### src/hdl/internet_checksum_stream_defines.svh
// ---------------------------------------------------------------------------
// internet checksum stream assertion macros
// shared property wrappers for the checksum block
// ---------------------------------------------------------------------------
`ifndef INTERNET_CHECKSUM_STREAM_DEFINES_SVH
`define INTERNET_CHECKSUM_STREAM_DEFINES_SVH

// same-cycle implication, checked while out of reset
`define ICS_ASSERT_IMPL(lbl, clk, rst_n, ante, cons, msg) \
    lbl: assert property (@(posedge clk) disable iff (!(rst_n)) (ante) |-> (cons)) \
        else $error(msg);

// next-cycle implication, checked while out of reset
`define ICS_ASSERT_NEXT(lbl, clk, rst_n, ante, cons, msg) \
    lbl: assert property (@(posedge clk) disable iff (!(rst_n)) (ante) |=> (cons)) \
        else $error(msg);

`endif

### src/hdl/ics_pkg.sv
// ---------------------------------------------------------------------------
// ics_pkg
// types, constants and the ones-complement adder of the checksum block
// ---------------------------------------------------------------------------
package ics_pkg;

    localparam int BYTE_W = 8;
    localparam int WORD_W = 16;
    localparam logic [WORD_W-1:0] ALL_ONES = 16'hFFFF;

    typedef struct packed {
        logic [BYTE_W-1:0] data_byte;
        logic              first_byte;
        logic              last_byte;
        logic [WORD_W-1:0] skip_offset;
        logic [WORD_W-1:0] sum_length;
    } t_beat;

    typedef struct packed {
        logic [WORD_W-1:0] checksum;
        logic              bad_offset;
        logic              short_data;
    } t_result;

    // 16-bit add with end-around carry
    function automatic logic [WORD_W-1:0] oc_add(input logic [WORD_W-1:0] acc,
                                                 input logic [WORD_W-1:0] word);
        logic [WORD_W:0] s;
        s = {1'b0, acc} + {1'b0, word};
        return s[WORD_W-1:0] + {{(WORD_W-1){1'b0}}, s[WORD_W]};
    endfunction

endpackage

### src/hdl/ics_in_reg.sv
// ---------------------------------------------------------------------------
// ics_in_reg
// input register stage holding one accepted beat for the summing logic
// ---------------------------------------------------------------------------
module ics_in_reg
    import ics_pkg::*;
(
    input  logic  i_clk,
    input  logic  i_rst_n,
    input  logic  i_valid,
    input  t_beat i_beat,
    input  logic  i_take,
    output logic  o_ready,
    output logic  o_valid,
    output t_beat o_beat
);

    logic  r_valid;
    t_beat r_beat;
    logic  n_valid;

    assign o_ready = !r_valid || i_take;
    assign n_valid = (i_valid && o_ready) ? 1'b1 : (i_take ? 1'b0 : r_valid);

    always_ff @(posedge i_clk) begin
        if (!i_rst_n) begin
            r_valid <= 1'b0;
        end else begin
            r_valid <= n_valid;
        end
    end

    always_ff @(posedge i_clk) begin
        if (i_valid && o_ready) begin
            r_beat <= i_beat;
        end
    end

    assign o_valid = r_valid;
    assign o_beat  = r_beat;

endmodule

### src/hdl/ics_sum_core.sv
// ---------------------------------------------------------------------------
// ics_sum_core
// packet state and ones-complement sum, one beat per step
// ---------------------------------------------------------------------------
module ics_sum_core
    import ics_pkg::*;
(
    input  logic    i_clk,
    input  logic    i_rst_n,
    input  logic    i_valid,
    input  t_beat   i_beat,
    input  logic    i_step,
    output logic    o_has_result,
    output t_result o_result
);

`include "internet_checksum_stream_defines.svh"

    logic [WORD_W-1:0] r_sum, n_sum;
    logic [BYTE_W-1:0] r_hold, n_hold;
    logic              r_odd, n_odd;
    logic [WORD_W-1:0] r_skip, n_skip;
    logic [WORD_W-1:0] r_left, n_left;
    logic              r_in_packet, n_in_packet;
    logic              was_skip;
    logic              has_result;
    logic [WORD_W-1:0] fin_sum;

    always_comb begin
        n_sum       = r_sum;
        n_hold      = r_hold;
        n_odd       = r_odd;
        n_skip      = r_skip;
        n_left      = r_left;
        n_in_packet = r_in_packet;
        was_skip    = 1'b0;
        has_result  = 1'b0;

        // first beat restarts the packet, abandoning any open one
        if (i_beat.first_byte) begin
            n_sum       = '0;
            n_hold      = '0;
            n_odd       = 1'b0;
            n_skip      = i_beat.skip_offset;
            n_left      = i_beat.sum_length;
            n_in_packet = 1'b1;
        end

        if (n_in_packet) begin
            if (n_skip != '0) begin
                n_skip   = n_skip - WORD_W'(1);
                was_skip = 1'b1;
            end else if (n_left != '0) begin
                n_left = n_left - WORD_W'(1);
                if (n_odd) begin
                    n_sum = oc_add(n_sum, {n_hold, i_beat.data_byte});
                    n_odd = 1'b0;
                end else begin
                    n_hold = i_beat.data_byte;
                    n_odd  = 1'b1;
                end
            end
            if (i_beat.last_byte) begin
                has_result  = 1'b1;
                n_in_packet = 1'b0;
            end
        end
    end

    // trailing odd byte gets a zero low byte
    assign fin_sum = n_odd ? oc_add(n_sum, {n_hold, {BYTE_W{1'b0}}}) : n_sum;

    always_comb begin
        if (was_skip) begin
            o_result.checksum   = ALL_ONES;
            o_result.bad_offset = 1'b1;
            o_result.short_data = 1'b0;
        end else begin
            o_result.checksum   = ~fin_sum;
            o_result.bad_offset = 1'b0;
            o_result.short_data = (n_left != '0);
        end
    end

    assign o_has_result = i_valid && has_result;

    always_ff @(posedge i_clk) begin
        if (!i_rst_n) begin
            r_sum       <= '0;
            r_hold      <= '0;
            r_odd       <= 1'b0;
            r_skip      <= '0;
            r_left      <= '0;
            r_in_packet <= 1'b0;
        end else if (i_step) begin
            r_sum       <= n_sum;
            r_hold      <= n_hold;
            r_odd       <= n_odd;
            r_skip      <= n_skip;
            r_left      <= n_left;
            r_in_packet <= n_in_packet;
        end
    end

    `ICS_ASSERT_NEXT(a_close_on_result, i_clk, i_rst_n, i_step && o_has_result, !r_in_packet, "packet still open after its result")
    `ICS_ASSERT_IMPL(a_result_needs_beat, i_clk, i_rst_n, o_has_result, i_valid, "result without a held beat")

endmodule

### src/hdl/ics_out_reg.sv
// ---------------------------------------------------------------------------
// ics_out_reg
// result register decoupling the summing logic from the output consumer
// ---------------------------------------------------------------------------
module ics_out_reg
    import ics_pkg::*;
(
    input  logic    i_clk,
    input  logic    i_rst_n,
    input  logic    i_load,
    input  t_result i_result,
    input  logic    i_ready,
    output logic    o_free,
    output logic    o_valid,
    output t_result o_result
);

    logic    r_valid;
    t_result r_result;

    assign o_free = !r_valid || i_ready;

    always_ff @(posedge i_clk) begin
        if (!i_rst_n) begin
            r_valid <= 1'b0;
        end else if (i_load) begin
            r_valid <= 1'b1;
        end else if (i_ready) begin
            r_valid <= 1'b0;
        end
    end

    always_ff @(posedge i_clk) begin
        if (i_load) begin
            r_result <= i_result;
        end
    end

    assign o_valid  = r_valid;
    assign o_result = r_result;

endmodule

### src/hdl/internet_checksum_stream.sv
// ---------------------------------------------------------------------------
// internet_checksum_stream
// streaming internet checksum over packet bytes with skip offset and length
// ---------------------------------------------------------------------------
//  channel  | handshake                 | payload
//  ---------+---------------------------+----------------------------------
//  in       | i_in_valid / o_in_ready   | data_byte first last skip length
//  out      | o_out_valid / i_out_ready | checksum bad_offset short_data
//
//  one beat per cycle unless a held result stalls a closing beat: a beat sits
//  in the input register, then the 16-bit end-around-carry add updates the
//  packet state and loads the result register as a packet's last beat leaves.
//  synchronous active-low reset clears valids and packet state, no sweep.
//  a held result stalls only a beat that closes a packet; o_in_ready then
//  stays low until the held result is taken.
// ---------------------------------------------------------------------------
module internet_checksum_stream
    import ics_pkg::*;
(
    input  logic              i_clk,
    input  logic              i_rst_n,
    input  logic              i_in_valid,
    output logic              o_in_ready,
    input  logic [BYTE_W-1:0] i_data_byte,
    input  logic              i_first_byte,
    input  logic              i_last_byte,
    input  logic [WORD_W-1:0] i_skip_offset,
    input  logic [WORD_W-1:0] i_sum_length,
    output logic              o_out_valid,
    input  logic              i_out_ready,
    output logic [WORD_W-1:0] o_checksum,
    output logic              o_bad_offset,
    output logic              o_short_data
);

`include "internet_checksum_stream_defines.svh"

    t_beat   in_beat;
    t_beat   s1_beat;
    logic    s1_valid;
    logic    s1_take;
    logic    has_result;
    t_result core_result;
    t_result out_result;
    logic    out_free;

    assign in_beat.data_byte   = i_data_byte;
    assign in_beat.first_byte  = i_first_byte;
    assign in_beat.last_byte   = i_last_byte;
    assign in_beat.skip_offset = i_skip_offset;
    assign in_beat.sum_length  = i_sum_length;

    // beats without a result never wait on the output side
    assign s1_take = s1_valid && (!has_result || out_free);

    ics_in_reg u_in_reg (
        .i_clk   (i_clk),
        .i_rst_n (i_rst_n),
        .i_valid (i_in_valid),
        .i_beat  (in_beat),
        .i_take  (s1_take),
        .o_ready (o_in_ready),
        .o_valid (s1_valid),
        .o_beat  (s1_beat)
    );

    ics_sum_core u_sum_core (
        .i_clk        (i_clk),
        .i_rst_n      (i_rst_n),
        .i_valid      (s1_valid),
        .i_beat       (s1_beat),
        .i_step       (s1_take),
        .o_has_result (has_result),
        .o_result     (core_result)
    );

    ics_out_reg u_out_reg (
        .i_clk    (i_clk),
        .i_rst_n  (i_rst_n),
        .i_load   (s1_take && has_result),
        .i_result (core_result),
        .i_ready  (i_out_ready),
        .o_free   (out_free),
        .o_valid  (o_out_valid),
        .o_result (out_result)
    );

    assign o_checksum   = out_result.checksum;
    assign o_bad_offset = out_result.bad_offset;
    assign o_short_data = out_result.short_data;

    `ICS_ASSERT_IMPL(a_no_overwrite, i_clk, i_rst_n, s1_take && has_result, !o_out_valid || i_out_ready, "result register overwritten")
    `ICS_ASSERT_NEXT(a_stage_held, i_clk, i_rst_n, s1_valid && !s1_take, s1_valid, "held beat dropped")

endmodule
### config.mk
export PLATFORM = sky130hd
export DESIGN_NAME = internet_checksum_stream
export DESIGN_NICKNAME = d
export VERILOG_FILES = /design/src/hdl/ics_pkg.sv /design/src/hdl/ics_in_reg.sv /design/src/hdl/ics_sum_core.sv /design/src/hdl/ics_out_reg.sv /design/src/hdl/internet_checksum_stream.sv
export VERILOG_INCLUDE_DIRS = /design/src /design/src/hdl
export SDC_FILE = /design/constraint.sdc
export NUM_CORES = 1
export LEC_CHECK = 0
export BUFFER_PORTS_ARGS = -buffer_cell sky130_fd_sc_hd__buf_2
export CORE_MARGIN = 2
export CORE_UTILIZATION = 46
export DETAILED_ROUTE_END_ITERATION = 7
export GPL_ROUTABILITY_DRIVEN = 0
export GPL_TIMING_DRIVEN = 0
export PLACE_DENSITY = 0.66
export SYNTH_ARGS = -nofsm -noshare
export SYNTH_HDL_FRONTEND = slang
export SYNTH_HIERARCHICAL = 1
export SYNTH_SLANG_ARGS = --single-unit
### constraint.sdc
create_clock -name i_clk -period 8.1 [get_ports i_clk]
set_clock_uncertainty 0.15 [all_clocks]
set_input_delay 0.405 -clock i_clk [delete_from_list [all_inputs] [get_ports i_clk]]
set_output_delay 0.405 -clock i_clk [all_outputs]
set_load 0.005 [all_outputs]
==> qor.csv, run 1 <==
stage,metric,value,unit
pwr,Static Leak,3.94,nW
yosys,"Seq/Total Area, Yosys",35.2,%
finish,Final Cell Area,0.0107,mm^2
timing,Final Cycle Share,97.2,%
yosys,syn_nets,1030,
clocking,TritonCTS clock tree,yes,
finish,layout cells sized above 1,20.0,%
yosys,Unique masters post-synth,108,
job,max cap viols,0,
outcome,status,"complete, no violations",
grt,first-pass GRT wire length,39.9,mm
grt,gr ovfl total,0,
drt,routed len/inst,18.9,um
yosys,synthesized area per cell,8.92,um^2
worst_setup_path,Worst Setup End Kind,flop,
die,Core Area,0.0181,mm^2
yosys,"FFs w/ async S/R, synth",0,%
worst_setup_path,"Slowest-stage cell, CP",or4b_1,
die,io pins,66,
timing,Final TNS setup,0,ns
worst_hold_path,HP Class,in2reg,
drt,Routed Antenna Nets,0,
drt,1st-pass router iterations,8,
timing,min Tclk post-route,7.87,ns
timing,final hold violation count,0,
die,die area,0.0197,mm^2
clocking,Root Buffer,clkbuf_16,
pwr,Max VDD drop,0.171,mV
timing,worst slew pin tran,1.13,ns
drt,vias per cell,5.97,
worst_setup_path,FF-to-FF Start,u_in_reg/o_beat[33]$_DFFE_PP_,
yosys,Mapped Area,0.00853,mm^2
worst_setup_path,Crit Path Class,reg2reg,
yosys,Cells after Synth,957,
worst_hold_path,Hold EP,u_in_reg/o_beat[36]$_DFFE_PP_,
worst_setup_path,Critical Path Source Type,flop,
yosys,Synth warnings,6,
yosys,Yosys reg bits,120,
placed_design,post-DP HPWL,17.9,mm
timing,Final Hold Slack,0.0106,ns
finish,Finished Core Util,58.9,%
worst_hold_path,Hold Startpoint,i_data_byte[2],
yosys,"EDFF count, synth",60,
finish,number of diodes,0,
timing,relative slew slack,24.5,%
clocking,H-tree levels,4,
placed_design,port bufs,65,
grt,GR Util All Layers,25.9,%
grt,initial antenna violation count,0,
pwr,Pwr Density,165,mW/mm^2
worst_setup_path,most frequent cell on the critical path,ha_4,
placed_design,"worst slack, placed",-1.80,ns
timing,Max Freq,0.127,GHz
clocking,CTS Buf Count,17,
timing,fin. max-slew vios,0,
die,die height,140,um
drt,Initial DRC Count,677,
yosys,Yosys top cell area share,21.1,%
worst_setup_path,worst-path maximum fanout,7,
die,Core Rows,49,
grt,number of global-route vias before repair,7567,
timing,final setup fails,0,
drt,drc violations,0,
clocking,CTS Sinks,120,
worst_setup_path,Critical Path AT,8.01,ns
drt,overall routed net length,25.5,mm
yosys,Synth area leaders,"edfxtp_1, dfxtp_1, xnor2_1",
worst_setup_path,r2r worst-path depth,37,
placed_design,DP Area,0.00917,mm^2
worst_setup_path,worst reg2reg endpoint,u_out_reg/o_result[17]$_DFFE_PP_,
yosys,leading area contributor after synthesis,edfxtp_1,
yosys,ys flop type,edfxtp_1,
clocking,Worst-Skew Late Latency,0.43,ns
worst_setup_path,required time of the critical path,8.24,ns
finish,nets,1180,
drt,detailed-route via count,8043,
grt,largest net degree at the start of global routing,43,
clocking,clock slew at reported path FFs,0.06,ns
worst_setup_path,Slowest Stage Delay on Critical Path,0.54,ns
die,Starting Density,47.2,%
die,Die W,140,um
worst_hold_path,hold depth,1,
worst_setup_path,reg2reg setup slack,0.23,ns
timing,RSZ-0062 raised after global routing,true,
clocking,Clock Tree Buf Depth,2,
timing,Final WS setup,0.225,ns
finish,Layout area overhead,24.8,%
-- registers in the layout, summed over array words and instances, names as in the netlist --
register / count
u_sum_core/r_in_packet: 1
u_sum_core/r_skip: 16
u_sum_core/r_left: 16
u_sum_core/r_hold: 8
u_in_reg/o_valid: 1
u_sum_core/r_odd: 1
u_out_reg/o_valid: 1
u_in_reg/o_beat: 42
u_sum_core/r_sum: 16
u_out_reg/o_result: 18
-- synthesized netlist by cell type, types with 7 or more instances --
library cell / instances
and2_1: 7
nor2b_1: 28
ha_1: 25
a22o_1: 8
nor3_1: 26
a211oi_1: 14
edfxtp_1: 60
mux2i_1: 29
o21a_1: 7
nand3_1: 17
nor3b_1: 8
nand2_1: 92
a22oi_1: 12
o21ai_1: 10
dfxtp_1: 60
o21ai_0: 42
a21oi_1: 51
xor2_1: 32
nor2_1: 105
or3_1: 12
clkbuf_1: 31
nand4_1: 7
buf_6: 7
inv_1: 27
a21o_1: 11
and3_1: 8
o211ai_1: 10
xnor2_1: 49
-- area by class of cell --
type | count | area (um^2)
clock buffers | 20 | 437
repair buffers | 135 | 986
fillers | 1576 | 7430
plain buffers | 48 | 298
well taps | 229 | 287
flip-flops and latches | 120 | 3000
clock inverters | 11 | 156
multi-input cells | 754 | 5370
inverters | 31 | 116
-- placed cells by master, fill, tap and decap left out, drive strengths merged, types with 9 or more instances in the layout --
master       instances
or3                 12
a211oi              16
dfxtp               60
and3                 9
dlygate4sd3         37
nor2               106
o211ai              13
nand3               18
a21oi               52
ha                  25
a21o                11
xor2                32
a22oi               12
nand2               92
buf                113
nor3b               10
nor3                30
nor4                12
xnor2               51
mux2i               31
o21ai               54
edfxtp              60
inv                 30
clkbuf              52
nor2b               29
-- layer usage --
layer | global-route usage, % | vias to the layer above | part of all wire (%) | wire, um
li1 | - | 3781 | - | -
met5 | 0 | - | 0 | 0
met1 | 32.8 | 3866 | 42 | 10800
met4 | 12.1 | 0 | 4.2 | 1080
met3 | 5.23 | 81 | 5.8 | 1490
met2 | 42.8 | 315 | 47 | 12100
-- worst max path at each step --
stage                                        from                               end  slack, ns  cells past startpoint
detailed placement  u_in_reg/o_beat[33]$_DFFE_PP_  u_out_reg/o_result[17]$_DFFE_PP_      -1.80                     43
global route        u_in_reg/o_beat[33]$_DFFE_PP_  u_out_reg/o_result[17]$_DFFE_PP_      -0.18                     40
global placement    u_in_reg/o_beat[33]$_DFFE_PP_  u_out_reg/o_result[17]$_DFFE_PP_      -1.74                     43
floorplan           u_in_reg/o_beat[33]$_DFFE_PP_  u_out_reg/o_result[17]$_DFFE_PP_      0.008                     41
CTS                 u_in_reg/o_beat[33]$_DFFE_PP_  u_out_reg/o_result[17]$_DFFE_PP_       0.02                     41
finish              u_in_reg/o_beat[33]$_DFFE_PP_  u_out_reg/o_result[17]$_DFFE_PP_       0.23                     37
-- logic make-up (layout without fill, tap and decap cells) --
kind of cell	after synthesis	count (layout)	synth area share (%)
compound gates	230	230	18.7
xor+xnor	83	83	8.83
fa+ha+maj	28	28	4.27
buf+inv	83	245	4.44
flops	120	120	35.2
mux	36	36	4.49
simple gates	377	377	24.1
-- per-stage QoR --
| stage | total power, mW | instances |
|---|---|---|
| 2_1_floorplan | 0.868 | 957 |
| 3_3_place_gp | 0.938 | 1251 |
| 3_5_place_dp | 0.942 | 1251 |
| 4_1_cts | 1.74 | 1325 |
| 5_1_grt | 1.81 | 1348 |
| 6_report | 1.75 | 1348 |
-- critical path: cells and delay by family (launching register included) --
kind,cells,cell delay (ns)
AO/OA/AOI/OAI,12,1.95
AND/OR/NAND/NOR,11,2.67
buffers and inverters,6,0.65
adder cells (fa/ha/maj),6,1.29
flip-flops,1,0.47
XOR/XNOR,1,0.19
multiplexers,1,0.33
-- what timing repair did --
item / 4_1_cts / 5_1_grt
pin swaps: 16 / 22
setup endpoints to repair: 16 / 15
buffers inserted: 10 / 21
hold buffers: 35 / 2
hold endpoints to repair: 35 / 2
resized for setup: 39 / 14
cloned: 1 / 1
-- where the power goes --
| group | total, mW | switching, mW | internal, mW | leakage (nW) |
|---|---|---|---|---|
| Combinational | 0.279 | 0.162 | 0.117 | 2.63 |
| Clock | 0.783 | 0.274 | 0.509 | 0.293 |
| Sequential | 0.690 | 0.0232 | 0.667 | 1.01 |
Note: power is estimated with default switching activity, not from simulation.
==> inputs of run 2 (changes only) <==
Settings changed: MAX_ROUTING_LAYER set to met4.
==> run 2 against run 1 <==
Non-clock buffer count down 1. Hold slack about the same. Combinational power about the same. Largest cell class unchanged. Final cell count about the same. Flip-flop and latch count unchanged. Register-to-register slack about the same. Wire length up 0.34%. Utilization down 0.055 points. Critical path depth unchanged.
==> qor.csv, run 2 (synthesis results as in run 1) <==
stage,metric,value,unit,change
grt,number of global-route vias before repair,7543,,-0.32%
finish,Finished Core Util,58.8,%,about the same
placed_design,post-DP HPWL,17.9,mm,unchanged
timing,worst slew pin tran,1.17,ns,+0.0380 ns
pwr,switching share of power,26.3,%,+0.048 points
clocking,CTS Buf Count,17,,unchanged
finish,nets,1179,,-0.085%
drt,vias per cell,5.98,,+0.25%
timing,Final Cycle Share,97.1,%,about the same
pwr,Sequential Power Share,39.4,%,about the same
worst_setup_path,r2r worst-path depth,37,,unchanged
worst_setup_path,most frequent cell on the critical path,ha_4,,
finish,Layout area overhead,24.7,%,about the same
worst_setup_path,required time of the critical path,8.24,ns,about the same
timing,final setup fails,0,,unchanged
die,Starting Density,47.2,%,unchanged
pwr,Int Pwr,1.29,mW,about the same
clocking,Clock Tree Buf Depth,2,,unchanged
timing,Max Freq,0.127,GHz,about the same
worst_hold_path,HP Class,in2reg,,
finish,number of diodes,0,,unchanged
worst_hold_path,Hold Startpoint,i_data_byte[2],,
pwr,Max VDD drop,0.170,mV,-0.32%
grt,initial antenna violation count,0,,unchanged
finish,layout cells sized above 1,20.0,%,about the same
clocking,CTS Sinks,120,,unchanged
timing,relative slew slack,21.9,%,-2.5 points
drt,1st-pass router iterations,7,,-1
pwr,Pwr Density,165,mW/mm^2,+0.14%
worst_setup_path,FF-to-FF Start,u_in_reg/o_beat[33]$_DFFE_PP_,,
die,io pins,66,,unchanged
worst_setup_path,Slowest Stage Delay on Critical Path,0.54,ns,about the same
worst_setup_path,Critical Path AT,8.00,ns,about the same
worst_setup_path,Worst Setup End Kind,flop,,
drt,drc violations,0,,unchanged
timing,fin. max-slew vios,0,,unchanged
die,die area,0.0197,mm^2,unchanged
worst_setup_path,worst reg2reg endpoint,u_out_reg/o_result[17]$_DFFE_PP_,,
pwr,Static Leak,3.93,nW,-0.11%
clocking,clock slew at reported path FFs,0.06,ns,about the same
pwr,clock share of power,44.7,%,about the same
finish,"commonest non-fill, non-tap cell in the layout",nor2_1,,
job,max cap viols,0,,unchanged
pwr,combinational power share,15.9,%,about the same
drt,overall routed net length,25.6,mm,+0.34%
die,Core Area,0.0181,mm^2,unchanged
clocking,H-tree levels,4,,unchanged
pwr,Sw Pwr,461,uW,+0.23%
finish,FILL cells,1577,,+0.063%
placed_design,port bufs,65,,unchanged
clocking,TritonCTS clock tree,yes,,
placed_design,DP Area,0.00917,mm^2,unchanged
die,die height,140,um,unchanged
die,Core Rows,49,,unchanged
worst_setup_path,Crit Path Class,reg2reg,,
drt,Initial DRC Count,698,,+3.1%
worst_hold_path,hold depth,1,,unchanged
grt,GR Util All Layers,26.8,%,+0.82 points
finish,"commonest non-fill, non-tap cells in the layout","nor2_1, nand2_1, buf_2",,
drt,detailed-route via count,8057,,+0.17%
worst_setup_path,worst-path maximum fanout,7,,unchanged
drt,routed len/inst,19.0,um,+0.42%
timing,min Tclk post-route,7.87,ns,-0.00584 ns
finish,Final Cell Area,0.0106,mm^2,about the same
clocking,Root Buffer,clkbuf_16,,
timing,RSZ-0062 raised after global routing,true,,
grt,gr ovfl total,0,,unchanged
worst_hold_path,Hold EP,u_in_reg/o_beat[36]$_DFFE_PP_,,
grt,first-pass GRT wire length,39.9,mm,about the same
outcome,status,"complete, no violations",,
grt,largest net degree at the start of global routing,43,,unchanged
drt,Routed Antenna Nets,0,,unchanged
timing,final hold violation count,0,,unchanged
clocking,Worst-Skew Late Latency,0.43,ns,about the same
worst_setup_path,reg2reg setup slack,0.23,ns,about the same
worst_setup_path,"Slowest-stage cell, CP",or4b_1,,
finish,max FFs per register,42,,unchanged
die,Die W,140,um,unchanged
worst_setup_path,Critical Path Source Type,flop,,
## run 2: changes by cell type in the layout (fill, tap and decap cells not counted)
cell,delta
dlygate4sd3_1,-1
## run 2: worst max-delay path: cells and delay by family, from the launching register on
family	cells	cell delay [ns]
AO/OA/AOI/OAI	12	1.96
buffers and inverters	6	0.65
flip-flops	1	0.46
adder cells (fa/ha/maj)	6	1.29
XOR/XNOR	1	0.19
multiplexers	1	0.33
AND/OR/NAND/NOR	11	2.67
## run 2: cell type report
class	count	area (um^2)	share of cell area (%)
multi-input cells	754	5370	50.5
flip-flops and latches	120	3000	28.2
repair buffers	134	976	9.17
clock buffers	20	437	4.10
plain buffers	48	298	2.80
well taps	229	287	2.69
clock inverters	11	156	1.47
inverters	31	116	1.09
## run 2: timing repair
item | CTS | global route
endpoints found under the hold margin | 35 | 1
hold buffers | 35 | 1
setup endpoints to repair | 16 | 15
cloned | 1 | 1
buffers inserted | 10 | 21
resized for setup | 39 | 14
pin swaps | 16 | 22
## run 2: per-stage QoR
stage | setup slack [ns] | instances | power (mW) | hold WS [ns] | setup TNS (ns)
2_1_floorplan | 0.00815 | 957 | 0.868 | 0.277 | 0
3_3_place_gp | -1.74 | 1251 | 0.938 | 0.283 | -19.39
3_5_place_dp | -1.80 | 1251 | 0.942 | 0.299 | -20.35
4_1_cts | 0.0194 | 1325 | 1.74 | 0.000235 | 0
5_1_grt | -0.186 | 1347 | 1.81 | 0.00245 | -0.186
6_report | 0.231 | 1347 | 1.75 | 0.0108 | 0
## run 2: worst max-delay path by stage
stage / from / end / slack [ns] / depth (start not counted)
finish: u_in_reg/o_beat[33]$_DFFE_PP_ / u_out_reg/o_result[17]$_DFFE_PP_ / 0.23 / 37
global route: u_in_reg/o_beat[33]$_DFFE_PP_ / u_out_reg/o_result[17]$_DFFE_PP_ / -0.19 / 40
CTS: u_in_reg/o_beat[33]$_DFFE_PP_ / u_out_reg/o_result[17]$_DFFE_PP_ / 0.02 / 41
detailed placement: u_in_reg/o_beat[33]$_DFFE_PP_ / u_out_reg/o_result[17]$_DFFE_PP_ / -1.80 / 43
global placement: u_in_reg/o_beat[33]$_DFFE_PP_ / u_out_reg/o_result[17]$_DFFE_PP_ / -1.74 / 43
floorplan: u_in_reg/o_beat[33]$_DFFE_PP_ / u_out_reg/o_result[17]$_DFFE_PP_ / 0.008 / 41
## run 2: power groups by stage
| stage | sequential, mW | combinational (mW) | clock [mW] |
|---|---|---|---|
| final | 0.690 | 0.279 | 0.784 |
| after global routing | 0.693 | 0.301 | 0.819 |
| after CTS | 0.689 | 0.263 | 0.793 |
| after detailed placement | 0.702 | 0.240 | 0 |
| after global placement | 0.701 | 0.236 | 0 |
| after floorplan | 0.694 | 0.174 | 0 |
## run 2: metal layers
metal	track usage, %	vias up	routed length [um]
met5	-	-	0
li1	-	3786	-
met2	42.7	327	12100
met3	4.72	81	1690
met1	33.0	3863	10700
met4	12.9	0	1110
